===== src/sv/mpt_pkg.sv =====
// ----------------------------------------------------------------------------
// Multichannel period tachometer package
// Shared types, field widths, register indexes and reset values.
// ----------------------------------------------------------------------------
`default_nettype none

package mpt_pkg;

  localparam int SPEED_W     = 24;
  localparam int STOP_W      = 8;
  localparam int CH_FIELD_W  = 3;
  localparam int CAP_W       = 16;
  localparam int MAX_RESULTS = 6;
  localparam int CFG_IDX_W   = 1;
  localparam int CFG_DATA_W  = 24;

  localparam logic [CFG_IDX_W-1:0] CFG_RPM_SCALE  = 1'b0;
  localparam logic [CFG_IDX_W-1:0] CFG_STOP_TICKS = 1'b1;

  localparam logic [SPEED_W-1:0] RPM_SCALE_RST  = 24'd300000;
  localparam logic [STOP_W-1:0]  STOP_TICKS_RST = 8'd20;
  localparam logic [STOP_W-1:0]  IDLE_MAX       = 8'hFF;

  localparam logic REQ_CAPTURE = 1'b0;
  localparam logic REQ_TICK    = 1'b1;

  typedef struct packed {
    logic                  req_type;
    logic [CH_FIELD_W-1:0] channel;
    logic [CAP_W-1:0]      capture_value;
  } in_item_t;

  typedef struct packed {
    logic [CH_FIELD_W-1:0] out_channel;
    logic [SPEED_W-1:0]    speed_rpm;
    logic                  stopped;
    logic                  last;
  } out_item_t;

  typedef enum logic [1:0] {
    ST_IDLE,
    ST_DIVIDE,
    ST_CAP_PUT,
    ST_TICK
  } mpt_state_t;

endpackage : mpt_pkg

`default_nettype wire


===== src/sv/mpt_divider.sv =====
// ----------------------------------------------------------------------------
// Serial restoring divider
// Computes one quotient bit per cycle; the quotient holds until next start.
// ----------------------------------------------------------------------------
`default_nettype none

module mpt_divider
  import mpt_pkg::*;
#(
  parameter int DIVISOR_W = 17
) (
  input  wire                  clk,
  input  wire                  rst_n,
  input  wire                  start,
  input  wire  [SPEED_W-1:0]   dividend,
  input  wire  [DIVISOR_W-1:0] divisor,
  output logic                 done,
  output logic [SPEED_W-1:0]   quotient
);

  localparam int CNT_W = $clog2(SPEED_W);
  localparam logic [CNT_W-1:0] LAST_STEP = CNT_W'(SPEED_W - 1);

  logic                 busy_r, busy_nxt;
  logic                 done_r, done_nxt;
  logic [CNT_W-1:0]     cnt_r, cnt_nxt;
  logic [DIVISOR_W-1:0] rem_r, rem_nxt;
  logic [DIVISOR_W-1:0] dsr_r, dsr_nxt;
  logic [SPEED_W-1:0]   quo_r, quo_nxt;

  logic [DIVISOR_W:0] partial;
  logic [DIVISOR_W:0] diff;
  logic               ge;

  assign partial = {rem_r, quo_r[SPEED_W-1]};
  assign ge      = partial >= {1'b0, dsr_r};
  assign diff    = partial - {1'b0, dsr_r};

  always_comb begin
    busy_nxt = busy_r;
    done_nxt = 1'b0;
    cnt_nxt  = cnt_r;
    rem_nxt  = rem_r;
    dsr_nxt  = dsr_r;
    quo_nxt  = quo_r;
    if (start) begin
      busy_nxt = 1'b1;
      cnt_nxt  = '0;
      rem_nxt  = '0;
      dsr_nxt  = divisor;
      quo_nxt  = dividend;
    end else if (busy_r) begin
      // The dividend shifts out of the top as quotient bits shift in below.
      rem_nxt = ge ? diff[DIVISOR_W-1:0] : partial[DIVISOR_W-1:0];
      quo_nxt = {quo_r[SPEED_W-2:0], ge};
      cnt_nxt = cnt_r + 1'b1;
      if (cnt_r == LAST_STEP) begin
        busy_nxt = 1'b0;
        done_nxt = 1'b1;
      end
    end
  end

  always_ff @(posedge clk) begin
    if (!rst_n) begin
      busy_r <= 1'b0;
      done_r <= 1'b0;
      cnt_r  <= '0;
    end else begin
      busy_r <= busy_nxt;
      done_r <= done_nxt;
      cnt_r  <= cnt_nxt;
    end
    rem_r <= rem_nxt;
    dsr_r <= dsr_nxt;
    quo_r <= quo_nxt;
  end

  assign done     = done_r;
  assign quotient = quo_r;

`ifndef NO_ASSERTIONS
  a_start_idle: assert property (@(posedge clk) disable iff (!rst_n)
    start |-> !busy_r)
    else $error("divider started while busy");
  a_rem_bound: assert property (@(posedge clk) disable iff (!rst_n)
    done_r |-> (rem_r < dsr_r))
    else $error("final remainder not below divisor");
  a_done_after_busy: assert property (@(posedge clk) disable iff (!rst_n)
    done_r |-> $past(busy_r))
    else $error("done without a running division");
`endif

endmodule : mpt_divider

`default_nettype wire


===== src/sv/multichannel_period_tachometer.sv =====
// Capture transaction: accepted in ST_IDLE, divided in ST_DIVIDE by the serial divider
//   at one quotient bit per cycle, then written to the output from ST_CAP_PUT.
// Tick transaction: one channel per cycle over all CHANNELS, held while a reported channel waits for the output.
// One transaction is worked on at a time; the output register lets the next
//   transaction be accepted while the last result waits.
// Synchronous active-low reset clears all channel state and loads register defaults.
// ----------------------------------------------------------------------------
// Multichannel period tachometer
// Per-channel period capture, serial speed division and idle-tick stop logic.
// ----------------------------------------------------------------------------
`default_nettype none

module multichannel_period_tachometer
  import mpt_pkg::*;
#(
  parameter int CHANNELS   = 6,
  parameter int TIMER_BITS = 16
) (
  input  wire                   clk,
  input  wire                   rst_n,
  input  wire                   in_valid,
  output logic                  in_ready,
  input  wire  in_item_t        in_data,
  output logic                  out_valid,
  input  wire                   out_ready,
  output out_item_t             out_data,
  input  wire                   cfg_we,
  input  wire  [CFG_IDX_W-1:0]  cfg_index,
  input  wire  [CFG_DATA_W-1:0] cfg_wdata
);

  localparam int CH_W  = (CHANNELS > 1) ? $clog2(CHANNELS) : 1;
  localparam int N_OUT = (CHANNELS < MAX_RESULTS) ? CHANNELS : MAX_RESULTS;
  localparam logic [4:0] CH_COUNT = 5'(CHANNELS);
  localparam logic [CH_W-1:0] CH_LAST  = CH_W'(CHANNELS - 1);
  localparam logic [4:0]      OUT_LAST = 5'(N_OUT - 1);

  // Configuration registers
  logic [SPEED_W-1:0] rpm_scale_r;
  logic [STOP_W-1:0]  stop_ticks_r;

  always_ff @(posedge clk) begin
    if (!rst_n) begin
      rpm_scale_r  <= RPM_SCALE_RST;
      stop_ticks_r <= STOP_TICKS_RST;
    end else if (cfg_we) begin
      unique case (cfg_index)
        CFG_RPM_SCALE:  rpm_scale_r  <= cfg_wdata[SPEED_W-1:0];
        CFG_STOP_TICKS: stop_ticks_r <= cfg_wdata[STOP_W-1:0];
        default: ;
      endcase
    end
  end

  // Channel state
  logic [TIMER_BITS-1:0] last_cap_r [CHANNELS];
  logic [TIMER_BITS-1:0] last_cap_nxt [CHANNELS];
  logic [SPEED_W-1:0]    speed_r [CHANNELS];
  logic [SPEED_W-1:0]    speed_nxt [CHANNELS];
  logic [STOP_W-1:0]     idle_r [CHANNELS];
  logic [STOP_W-1:0]     idle_nxt [CHANNELS];

  mpt_state_t state_r, state_nxt;
  logic [CH_W-1:0]       ch_r, ch_nxt;
  logic [TIMER_BITS-1:0] cap_r, cap_nxt;
  logic                  out_valid_r, out_valid_nxt;
  out_item_t             out_data_r, out_data_nxt;

  // Input decode
  logic [TIMER_BITS+CAP_W-1:0] cap_wide;
  logic [TIMER_BITS-1:0]       cap_in;
  logic [4:0]                  in_ch_ext;
  logic [CH_W-1:0]             in_ch;
  logic                        in_ch_ok;
  logic                        accept;

  assign cap_wide  = {{TIMER_BITS{1'b0}}, in_data.capture_value};
  assign cap_in    = cap_wide[TIMER_BITS-1:0];
  assign in_ch_ext = {2'b00, in_data.channel};
  assign in_ch     = in_ch_ext[CH_W-1:0];
  assign in_ch_ok  = in_ch_ext < CH_COUNT;
  assign accept    = in_valid && in_ready;

  // Period: a zero difference means a full timer wrap, which the extra MSB carries.
  logic [TIMER_BITS-1:0] diff;
  logic [TIMER_BITS:0]   period;

  assign diff   = cap_in - last_cap_r[in_ch];
  assign period = {(diff == '0), diff};

  logic               div_start;
  logic               div_done;
  logic [SPEED_W-1:0] div_quo;

  mpt_divider #(
    .DIVISOR_W (TIMER_BITS + 1)
  ) u_div (
    .clk      (clk),
    .rst_n    (rst_n),
    .start    (div_start),
    .dividend (rpm_scale_r),
    .divisor  (period),
    .done     (div_done),
    .quotient (div_quo)
  );

  // Tick step values for the channel under the sequencer
  logic [4:0]        ch_ext;
  logic [STOP_W-1:0] idle_inc;
  logic              tick_stop;
  logic              tick_report;
  logic              slot_free;

  assign ch_ext      = 5'(ch_r);
  assign idle_inc    = (idle_r[ch_r] == IDLE_MAX) ? IDLE_MAX : idle_r[ch_r] + 1'b1;
  assign tick_stop   = idle_inc >= stop_ticks_r;
  assign tick_report = ch_ext < 5'(N_OUT);
  assign slot_free   = !out_valid_r || out_ready;

  // Next state
  always_comb begin
    state_nxt = state_r;
    unique case (state_r)
      ST_IDLE: begin
        if (accept) begin
          if (in_data.req_type == REQ_TICK) begin
            state_nxt = ST_TICK;
          end else if (in_ch_ok) begin
            state_nxt = ST_DIVIDE;
          end
        end
      end
      ST_DIVIDE: begin
        if (div_done) begin
          state_nxt = ST_CAP_PUT;
        end
      end
      ST_CAP_PUT: begin
        if (slot_free) begin
          state_nxt = ST_IDLE;
        end
      end
      ST_TICK: begin
        if ((!tick_report || slot_free) && ch_r == CH_LAST) begin
          state_nxt = ST_IDLE;
        end
      end
      default: state_nxt = ST_IDLE;
    endcase
  end

  // Outputs and datapath
  always_comb begin
    in_ready      = 1'b0;
    div_start     = 1'b0;
    ch_nxt        = ch_r;
    cap_nxt       = cap_r;
    last_cap_nxt  = last_cap_r;
    speed_nxt     = speed_r;
    idle_nxt      = idle_r;
    out_data_nxt  = out_data_r;
    out_valid_nxt = out_valid_r && !out_ready;
    unique case (state_r)
      ST_IDLE: begin
        in_ready = 1'b1;
        if (accept) begin
          if (in_data.req_type == REQ_TICK) begin
            ch_nxt = '0;
          end else if (in_ch_ok) begin
            ch_nxt    = in_ch;
            cap_nxt   = cap_in;
            div_start = 1'b1;
          end
        end
      end
      ST_DIVIDE: ;
      ST_CAP_PUT: begin
        if (slot_free) begin
          speed_nxt[ch_r]          = div_quo;
          last_cap_nxt[ch_r]       = cap_r;
          idle_nxt[ch_r]           = '0;
          out_valid_nxt            = 1'b1;
          out_data_nxt.out_channel = ch_ext[CH_FIELD_W-1:0];
          out_data_nxt.speed_rpm   = div_quo;
          out_data_nxt.stopped     = 1'b0;
          out_data_nxt.last        = 1'b1;
        end
      end
      ST_TICK: begin
        if (!tick_report || slot_free) begin
          idle_nxt[ch_r] = tick_stop ? '0 : idle_inc;
          if (tick_stop) begin
            speed_nxt[ch_r] = '0;
          end
          if (tick_report) begin
            out_valid_nxt            = 1'b1;
            out_data_nxt.out_channel = ch_ext[CH_FIELD_W-1:0];
            out_data_nxt.speed_rpm   = tick_stop ? '0 : speed_r[ch_r];
            out_data_nxt.stopped     = tick_stop;
            out_data_nxt.last        = (ch_ext == OUT_LAST);
          end
          if (ch_r != CH_LAST) begin
            ch_nxt = ch_r + 1'b1;
          end
        end
      end
      default: ;
    endcase
  end

  always_ff @(posedge clk) begin
    if (!rst_n) begin
      state_r     <= ST_IDLE;
      out_valid_r <= 1'b0;
      ch_r        <= '0;
      for (int i = 0; i < CHANNELS; i++) begin
        last_cap_r[i] <= '0;
        speed_r[i]    <= '0;
        idle_r[i]     <= '0;
      end
    end else begin
      state_r     <= state_nxt;
      out_valid_r <= out_valid_nxt;
      ch_r        <= ch_nxt;
      last_cap_r  <= last_cap_nxt;
      speed_r     <= speed_nxt;
      idle_r      <= idle_nxt;
    end
    cap_r      <= cap_nxt;
    out_data_r <= out_data_nxt;
  end

  assign out_valid = out_valid_r;
  assign out_data  = out_data_r;

`ifndef NO_ASSERTIONS
  a_capture_divides: assert property (@(posedge clk) disable iff (!rst_n)
    (accept && in_data.req_type == REQ_CAPTURE && in_ch_ok) |=> state_r == ST_DIVIDE)
    else $error("valid capture did not start a division");
  a_done_in_divide: assert property (@(posedge clk) disable iff (!rst_n)
    div_done |-> state_r == ST_DIVIDE)
    else $error("divider finished outside the divide state");
  a_tick_index: assert property (@(posedge clk) disable iff (!rst_n)
    state_r == ST_TICK |-> ch_ext < CH_COUNT)
    else $error("tick channel index out of range");
  a_ready_idle: assert property (@(posedge clk) disable iff (!rst_n)
    (accept && in_data.req_type == REQ_TICK) |=> !in_ready)
    else $error("input accepted during a tick sweep");
`endif

endmodule : multichannel_period_tachometer

`default_nettype wire


===== config.mk =====
export PLATFORM = sky130hd
export DESIGN_NAME = multichannel_period_tachometer
export DESIGN_NICKNAME = d
export VERILOG_FILES = /design/src/sv/mpt_pkg.sv /design/src/sv/mpt_divider.sv /design/src/sv/multichannel_period_tachometer.sv
export SDC_FILE = /design/constraint.sdc
export NUM_CORES = 1
export LEC_CHECK = 0
export ABC_AREA = 0
export BUFFER_PORTS_ARGS = -buffer_cell sky130_fd_sc_hd__clkbuf_2
export CAP_MARGIN = 20
export CELL_PAD_IN_SITES_DETAIL_PLACEMENT = 0
export CELL_PAD_IN_SITES_GLOBAL_PLACEMENT = 1
export CORE_AREA = 2 2 211 213
export DETAILED_ROUTE_END_ITERATION = 8
export DIE_AREA = 0 0 213 215
export GPL_ROUTABILITY_DRIVEN = 0
export PLACE_DENSITY = 0.79
export SLEW_MARGIN = 15
export SYNTH_ARGS = -nofsm -noshare
export SYNTH_HDL_FRONTEND = slang
export SYNTH_SLANG_ARGS = --single-unit

===== constraint.sdc =====
create_clock -name clk -period 5.51 [get_ports clk]
set_input_delay 1.102 -clock clk [delete_from_list [all_inputs] [get_ports clk]]
set_output_delay 1.102 -clock clk [all_outputs]
set_load 0.01 [all_outputs]

**Yosys cells after proc, flatten, opt, wreduce, memory -nomap -nowiden**

Index checks and enable logic that the tools add are counted.
W data, S select, Z words.

- Register bits after elaboration: 436
- Output and inout port bits: 31
- Logic and storage cells: 158

- Add/subtract/negate cells: 5
- Magnitude comparators: 7
- Equality and inequality tests: 16
- Mux-type cells: 61
- Bitwise logic cells: 10
- Reductions and logical operators: 25

Operator list:

| operator | count |
|---|---|
| $mux W144 | 3 |
| $pmux W144 S2 | 1 |
| $and A144 B144 Y144 | 1 |
| $bwmux W144 | 1 |
| $mux W24 | 6 |
| $not A144 Y144 | 1 |
| $bwmux W96 | 1 |
| $mux W48 | 2 |
| $pmux W48 S2 | 1 |
| $mux W29 | 3 |
| $bmux W24 S3 | 1 |
| $demux W24 S3 | 1 |
| $pmux W29 S2 | 1 |
| $and A48 B48 Y48 | 1 |
| $bmux W16 S3 | 1 |
| $bwmux W48 | 1 |
| $demux W16 S3 | 1 |
| $mux W16 | 3 |
| $not A48 Y48 | 1 |
| $mux W8 | 5 |
| $bmux W8 S3 | 1 |
| $demux W8 S3 | 1 |
| $ge A18 B17 Y1 | 1 |
| $mux W17 | 1 |
| other kinds (37) | 84 |

**Logic depth before layout (Yosys ltp)**

- Depth after elaboration: 11
- Mapped depth: 23
- Mapped depth without buffers: 17

**Cells and area by module**

A second synthesis with hierarchy kept.

- Cells, all modules: 2210
- Area total of the unflattened synthesis: 20524.7 um2

By module, submodules not included:

| module | times used | cells each | area an instance (um2) | sequential area each (um2) |
|---|---|---|---|---|
| multichannel_period_tachometer | 1 | 1877 | 16907.5 | 7877.6 |
| mpt_divider | 1 | 333 | 3617.2 | 1711.6 |

**Worst setup path after synthesis**

Ideal clock, no wire load.

- Path kind: input to register
- Start: input port in_data[16] (netlist bit)
- End: register u_div.dsr_r[16] (data pin)
- Data arrival time: 4.564 ns
- Data required time: 5.307 ns
- Setup slack: 0.743 ns
- Cell stages on the path: 14
- Buffers on the path: 3
- Cell sequence: clkbuf_1 -> buf_1 -> buf_2 -> mux2i_1 -> o21ai_0 -> ha_1 -> fa_1 -> nor2b_1 -> o31ai_2 -> a211oi_1 -> o21ai_0 -> a2111oi_0 -> o2111ai_1 -> a2111oi_1

- Longest elaborated chain between the ends: 6

RTL lines:

| element | RTL line | text |
|---|---|---|
| from (decl) | multichannel_period_tachometer.sv:23 | `input wire in_item_t in_data,` |
| $not A3 Y4 (not written as such) | multichannel_period_tachometer.sv:88 | `assign diff = cap_in - last_cap_r[in_ch];` |
| $bmux W16 S3 | multichannel_period_tachometer.sv:88 |  |
| $mux W16 (not written as such) (2 in series) | multichannel_period_tachometer.sv:88 |  |
| $sub A16 B16 Y16 | multichannel_period_tachometer.sv:88 |  |
| $logic_not A16 Y1 | multichannel_period_tachometer.sv:89 | `assign period = {(diff == '0), diff};` |
| named net period[16] | multichannel_period_tachometer.sv:86 | `logic [TIMER_BITS:0] period;` |
| to (signal assigned) | mpt_divider.sv:75 | `dsr_r <= dsr_nxt;` |
| to (decl) | mpt_divider.sv:28 | `logic [DIVISOR_W-1:0] dsr_r, dsr_nxt;` |

The timed path passes the listed nets, and every way through them passes these cells. The select of a mux whose other input is x is not followed.
A chain may end at the register's enable or synchronous reset.

**Worst setup path after layout**

- Start: register ch_r[1]
- End: register idle_r[18] (netlist bit)

- Longest elaborated chain between the ends: 11
- Elaborated cells between the ends (all ways): 25
- Classes of those cells: 1 x add/sub; 4 x order compare; 2 x eq/ne; 11 x mux; 3 x bitwise; 4 x reduce/logical

RTL lines:

| element | RTL line | text |
|---|---|---|
| from (decl) | multichannel_period_tachometer.sv:64 | `logic [CH_W-1:0] ch_r, ch_nxt;` |
| from (signal assigned) | multichannel_period_tachometer.sv:224 | `ch_r <= ch_nxt;` |
| $not A3 Y4 | multichannel_period_tachometer.sv:115, multichannel_period_tachometer.sv:181, multichannel_period_tachometer.sv:191 |  |
| $bmux W8 S3 | multichannel_period_tachometer.sv:115 | `assign idle_inc = (idle_r[ch_r] == IDLE_MAX) ? IDLE_MAX : idle_r[ch_r] + 1'b1;` |
| $mux W8 (not written as such) (2 in series) | multichannel_period_tachometer.sv:115 |  |
| $add A8 B1 Y8 / $eq A8 B8 Y1 (equally long branches) | multichannel_period_tachometer.sv:115 |  |
| $mux W8 | multichannel_period_tachometer.sv:115 |  |
| $ge A8 B8 Y1 | multichannel_period_tachometer.sv:116 | `assign tick_stop = idle_inc >= stop_ticks_r;` |
| $mux W8 | multichannel_period_tachometer.sv:191 | `idle_nxt[ch_r] = tick_stop ? '0 : idle_inc;` |
| $bwmux W48 | multichannel_period_tachometer.sv:191 |  |
| $mux W48 | multichannel_period_tachometer.sv:190 | `if (!tick_report \|\| slot_free) begin` |
| $pmux W48 S2 | multichannel_period_tachometer.sv:163 | `unique case (state_r)` |
| to (signal assigned) | multichannel_period_tachometer.sv:227 | `idle_r <= idle_nxt;` |
| to (decl) | multichannel_period_tachometer.sv:60 | `logic [STOP_W-1:0] idle_r [CHANNELS];` |

Parallel ways exist; a longest one is shown, timed or not. The select of a mux whose other input is x is not followed.

==> results.txt <==
----------------------------------------------------
[Outcome]
  Status ... completed

[CTS]
  CTS Root Buffer Type ... sky130_fd_sc_hd__clkbuf_16
  Clock latency on the worst-skew pair ... 600 ps
  Number of buffers inserted during clock tree synthesis ... 48
  Count of hold buffers inserted by post-cts repair ... 0
  Post-CTS setup buffer count ... 0
  Count of cells resized by post-cts repair ... 0
  Worst-path clk slew ... roughly 60 ps
  Depth of the CTS H-tree ... 2
  Number of sinks driven by the clock tree ... 436
  CTS tree ... yes
  Max Buffers Root-to-Sink ... 3

[Logic synthesis]
  Predominant post-synthesis flop cell ... sky130_fd_sc_hd__dfxtp_1
  Most frequent cells after synthesis ... sky130_fd_sc_hd__nand2_1, sky130_fd_sc_hd__dfxtp_1, sky130_fd_sc_hd__nor2b_1
  Synthesized cell area ... 0.02058 mm^2
  Combinational family with the most area after synthesis ... compound AO/OA/AOI/OAI gates
  Area leader, netlist ... sky130_fd_sc_hd__dfxtp_1
  Most repeated cell in the gate-level netlist after synthesis ... sky130_fd_sc_hd__nand2_1
  Number of nets in the synthesized netlist ... 2341
  Simple-gate share of the synthesized area ... 0.1873
  Sequential fraction of the synthesis area ... 0.4659
  Number of standard cells after synthesis ... 2245
  Number of warning messages in the yosys log ... 0
  Xor-xnor portion of the synthesized cell area ... 0.009362
  Number of synthesized flops with an enable pin ... 86
  Area fraction of the dominant cell type after synthesis ... 0.3404
  Share of flip-flops with an asynchronous set or reset after synthesis ... 0
  Post-synthesis compound-gate area fraction ... 0.2093
  Mean Syn Cell Area ... 9.167 um^2
  Most area-consuming cells after synthesis ... sky130_fd_sc_hd__dfxtp_1, sky130_fd_sc_hd__edfxtp_1, sky130_fd_sc_hd__nand2_1, sky130_fd_sc_hd__a22oi_1, sky130_fd_sc_hd__nor2b_1
  Proportion of synthesized area in mux cells ... 0.05557
  Post-synthesis adder-cell area fraction ... 0.02869
  Post-synth cell types ... 85
  Flip-flop and latch count after synthesis ... 436

[Worst hold path]
  Hold crit path type ... register to register
  Source of the worst hold timing path ... idle_r[17]$_SDFFE_PN0P_

[Drt]
  Routed wire per std cell ... ~21 um
  Routed WL ... a little under 60000 um
  Iteration-0 DRC count of the detailed router ... 1616
  DR vias ... 16.99k
  Antenna-violating nets left ... 0
  Residual DRC ... 0
  First-pass iteration count of the detailed router ... 7
  Post-DR vias/cell ... 5.925

[Worst setup path]
  Crit start category ... register
  Element type at the critical path end ... register
  Worst path max stage delay ... 750 ps
  Origin of the worst setup path ... ch_r[1]$_SDFFE_PN0P_
  Slowest cell on the critical path ... sky130_fd_sc_hd__dfxtp_2
  Kind of critical path ... register to register
  Crit Path Max Fanout ... 38
  RR Startpoint ... ch_r[1]$_SDFFE_PN0P_
  Data required time of the critical path ... approximately 6000 ps
  Arr. time, crit path ... between 5000 and 6000 ps
  Cell Chain, Critical Path ... and4b_1 -> a2111oi_2 -> nand2_1 -> ha_1 -> inv_1 -> nor2_2 -> nand2_1 -> o2bb2ai_2 -> ha_1 -> a21o_1 -> a31oi_1 -> o21ai_0 -> o41a_1 -> nor2_4 -> buf_12 -> nand3_1 -> a21boi_0

[Die]
  IO Count ... 81
  Starting density of the core ... 0.4716
  Overall die height ... 215 um
  Die area ... roughly 0.046 mm^2
  Floorplan row count ... 77
  X dimension of the die ... 213 um
  Core area ... 0.04364 mm^2

[Timing]
  Number of max-slew violations in the final report ... 0
  Share of the cycle needed by the critical path after routing ... 0.8958
  Worst Clk Skew ... roughly 23 ps
  # setup viols final ... 0
  Accumulated negative setup slack ... 0 ps
  Unrepaired setup endpoints after global routing ... false
  Final hold violation count ... 0
  Clock period minus worst slack ... 4936 ps
  Max_slew headroom ... 0.2981
  Least-Margin Pin Slew ... 1048 ps
  Maximum clock frequency ... 0.2026 GHz

[Placement]
  Final HPWL from detailed placement ... 36730 um
  Count of port buffers added during placement ... 80
  Cell Area, Placed ... around 0.021 mm^2

[Pwr]
  Clock group share of total power ... 0.397
  Switching share of total power ... 0.2782
  Internal Dissipation ... 5.798 mW
  Share of power burned in registers ... 0.438
  Logic pwr share ... 0.164
  IR Drop Worst-Case VDD ... 229.1 uV
  Static leakage ... 8.074 nW
  Switching component of the power ... 2.235 mW
  P per Cell Area ... 350.0 mW/mm^2

[Cells and area]
  Net count reported at finish ... approximately 2.3k
  Fill cell count ... 4072
  Layout overhead on the synthesized area ... 11.51%
  Area occupied by registers ... between 0.009 and 0.01 mm^2
  Fraction of layout instances using a drive strength above 1 ... 0.1240
  Final instance area ... 0.02295 mm^2
  Area of the multi-input gates ... 0.01016 mm^2

[GRT]
  Maximum number of pins on one net before global-route repair ... 118
  Remaining global-route overflow ... 0
  Wire length of the first global-routing pass ... a little over 90000 um
  Antenna violations before repair ... 2
  Total global-route track usage ... 0.2581
  Via count of the first global-routing pass ... 16.27k

[Run]
  Max-cap violation count ... 0

----------------------------------------------------
[power groups by stage]
stage | Clock (mW) | Combinational, mW | Sequential (mW)
floorplan | 0 | 0.997 | 3.55
global placement | 0 | 1.28 | 3.59
detailed placement | 0 | 1.30 | 3.59
CTS | 3.25 | 1.31 | 3.52
global route | 3.37 | 1.45 | 3.54
finish | 3.19 | 1.32 | 3.52
[final timing paths]
kind / endpoint / slack, ps / cells after the start
worst max-delay path: idle_r[18]$_SDFFE_PN0P_ / 570 / 17
worst min register to register: idle_r[17]$_SDFFE_PN0P_ / 460 / 2
worst min-delay path: idle_r[17]$_SDFFE_PN0P_ / 460 / 2
worst max register to register: idle_r[18]$_SDFFE_PN0P_ / 570 / 17
[final cells by class]
class	count	share of cell area
tap	592	0.03228
multi-input combinational	1582	0.4429
clock inverter	16	0.008123
clock buffer	73	0.05948
antenna	2	0.0002181
inverter	54	0.008832
sequential	436	0.4180
timing repair buffer	113	0.03015
[layer usage]
metal / track usage / vias to the layer above / part of all wire
li1: - / 7944 / -
met1: 0.3704 / 8358 / 0.46
met2: 0.3965 / 574 / 0.45
met3: 0.03244 / 117 / 0.060
met4: 0.09674 / 0 / 0.032
met5: 0 / - / 0
[sequential cells by signal, summed over array words and instances, names as in the netlist, 2 cells and up]
name and count:
speed_r 144, last_cap_r 96, idle_r 48, out_data 29, rpm_scale_r 24, u_div.quotient 24, u_div.dsr_r 17, u_div.rem_r 17
cap_r 16, stop_ticks_r 8, u_div.cnt_r 5, ch_r 3, state_r 2
[through the flow]
stage / power (mW) / hold WS (ps) / utilization / setup WS, ps / std cells
final: 8.033 / 457.6 / 0.5258 / 574.2 / 2868
after global routing: 8.363 / 477.0 / 0.5258 / 205.4 / 2868
after CTS: 8.081 / 456.0 / 0.5257 / 648.5 / 2866
after detailed placement: 4.893 / 447.5 / 0.4901 / 582.7 / 2777
after global placement: 4.866 / 439.4 / 0.4897 / 729.8 / 2776
after floorplan: 4.543 / 431.1 / - / 743.1 / 2245
[cells by family after synthesis]
kind of cell | Yosys count
AND/OR/NAND/NOR | 814
AO/OA/AOI/OAI | 611
flip-flops | 436
buffers and inverters | 227
multiplexers | 89
adder cells (fa/ha/maj) | 46
XOR/XNOR | 22
[worst max-delay path, delay by kind of cell (launching register included)]
family	cells	cell delay [ps]
flops	1	750
buf+inv	2	390
compound gates	7	1880
simple gates	6	1210
fa+ha+maj	2	600
[cell usage in the layout (no fill, tap or decap), types with 10 or more instances in the layout]
master,netlist,routed
sky130_fd_sc_hd__mux2i_1,60,60
sky130_fd_sc_hd__o22ai_1,51,51
sky130_fd_sc_hd__o21ai_1,19,13
sky130_fd_sc_hd__edfxtp_1,86,86
sky130_fd_sc_hd__o21a_1,11,11
sky130_fd_sc_hd__mux4_2,19,19
sky130_fd_sc_hd__clkbuf_1,128,18
sky130_fd_sc_hd__and2_1,32,32
sky130_fd_sc_hd__dfxtp_1,350,347
sky130_fd_sc_hd__a31oi_1,10,10
sky130_fd_sc_hd__nand2_1,401,401
sky130_fd_sc_hd__ha_1,44,44
sky130_fd_sc_hd__inv_1,53,53
sky130_fd_sc_hd__a21oi_1,58,58
sky130_fd_sc_hd__a32o_1,14,14
sky130_fd_sc_hd__nor3_1,14,14
sky130_fd_sc_hd__buf_4,3,30
sky130_fd_sc_hd__a22oi_1,151,151
sky130_fd_sc_hd__a21boi_0,126,126
sky130_fd_sc_hd__a31o_2,26,26
sky130_fd_sc_hd__nor2_1,92,81
sky130_fd_sc_hd__clkbuf_16,0,48
sky130_fd_sc_hd__clkbuf_2,0,79
sky130_fd_sc_hd__xnor2_1,14,14
sky130_fd_sc_hd__nor2b_1,155,154
sky130_fd_sc_hd__o21ai_0,77,77
sky130_fd_sc_hd__nand3_1,54,54
No activity file was read; power rests on OpenSTA's default activity.
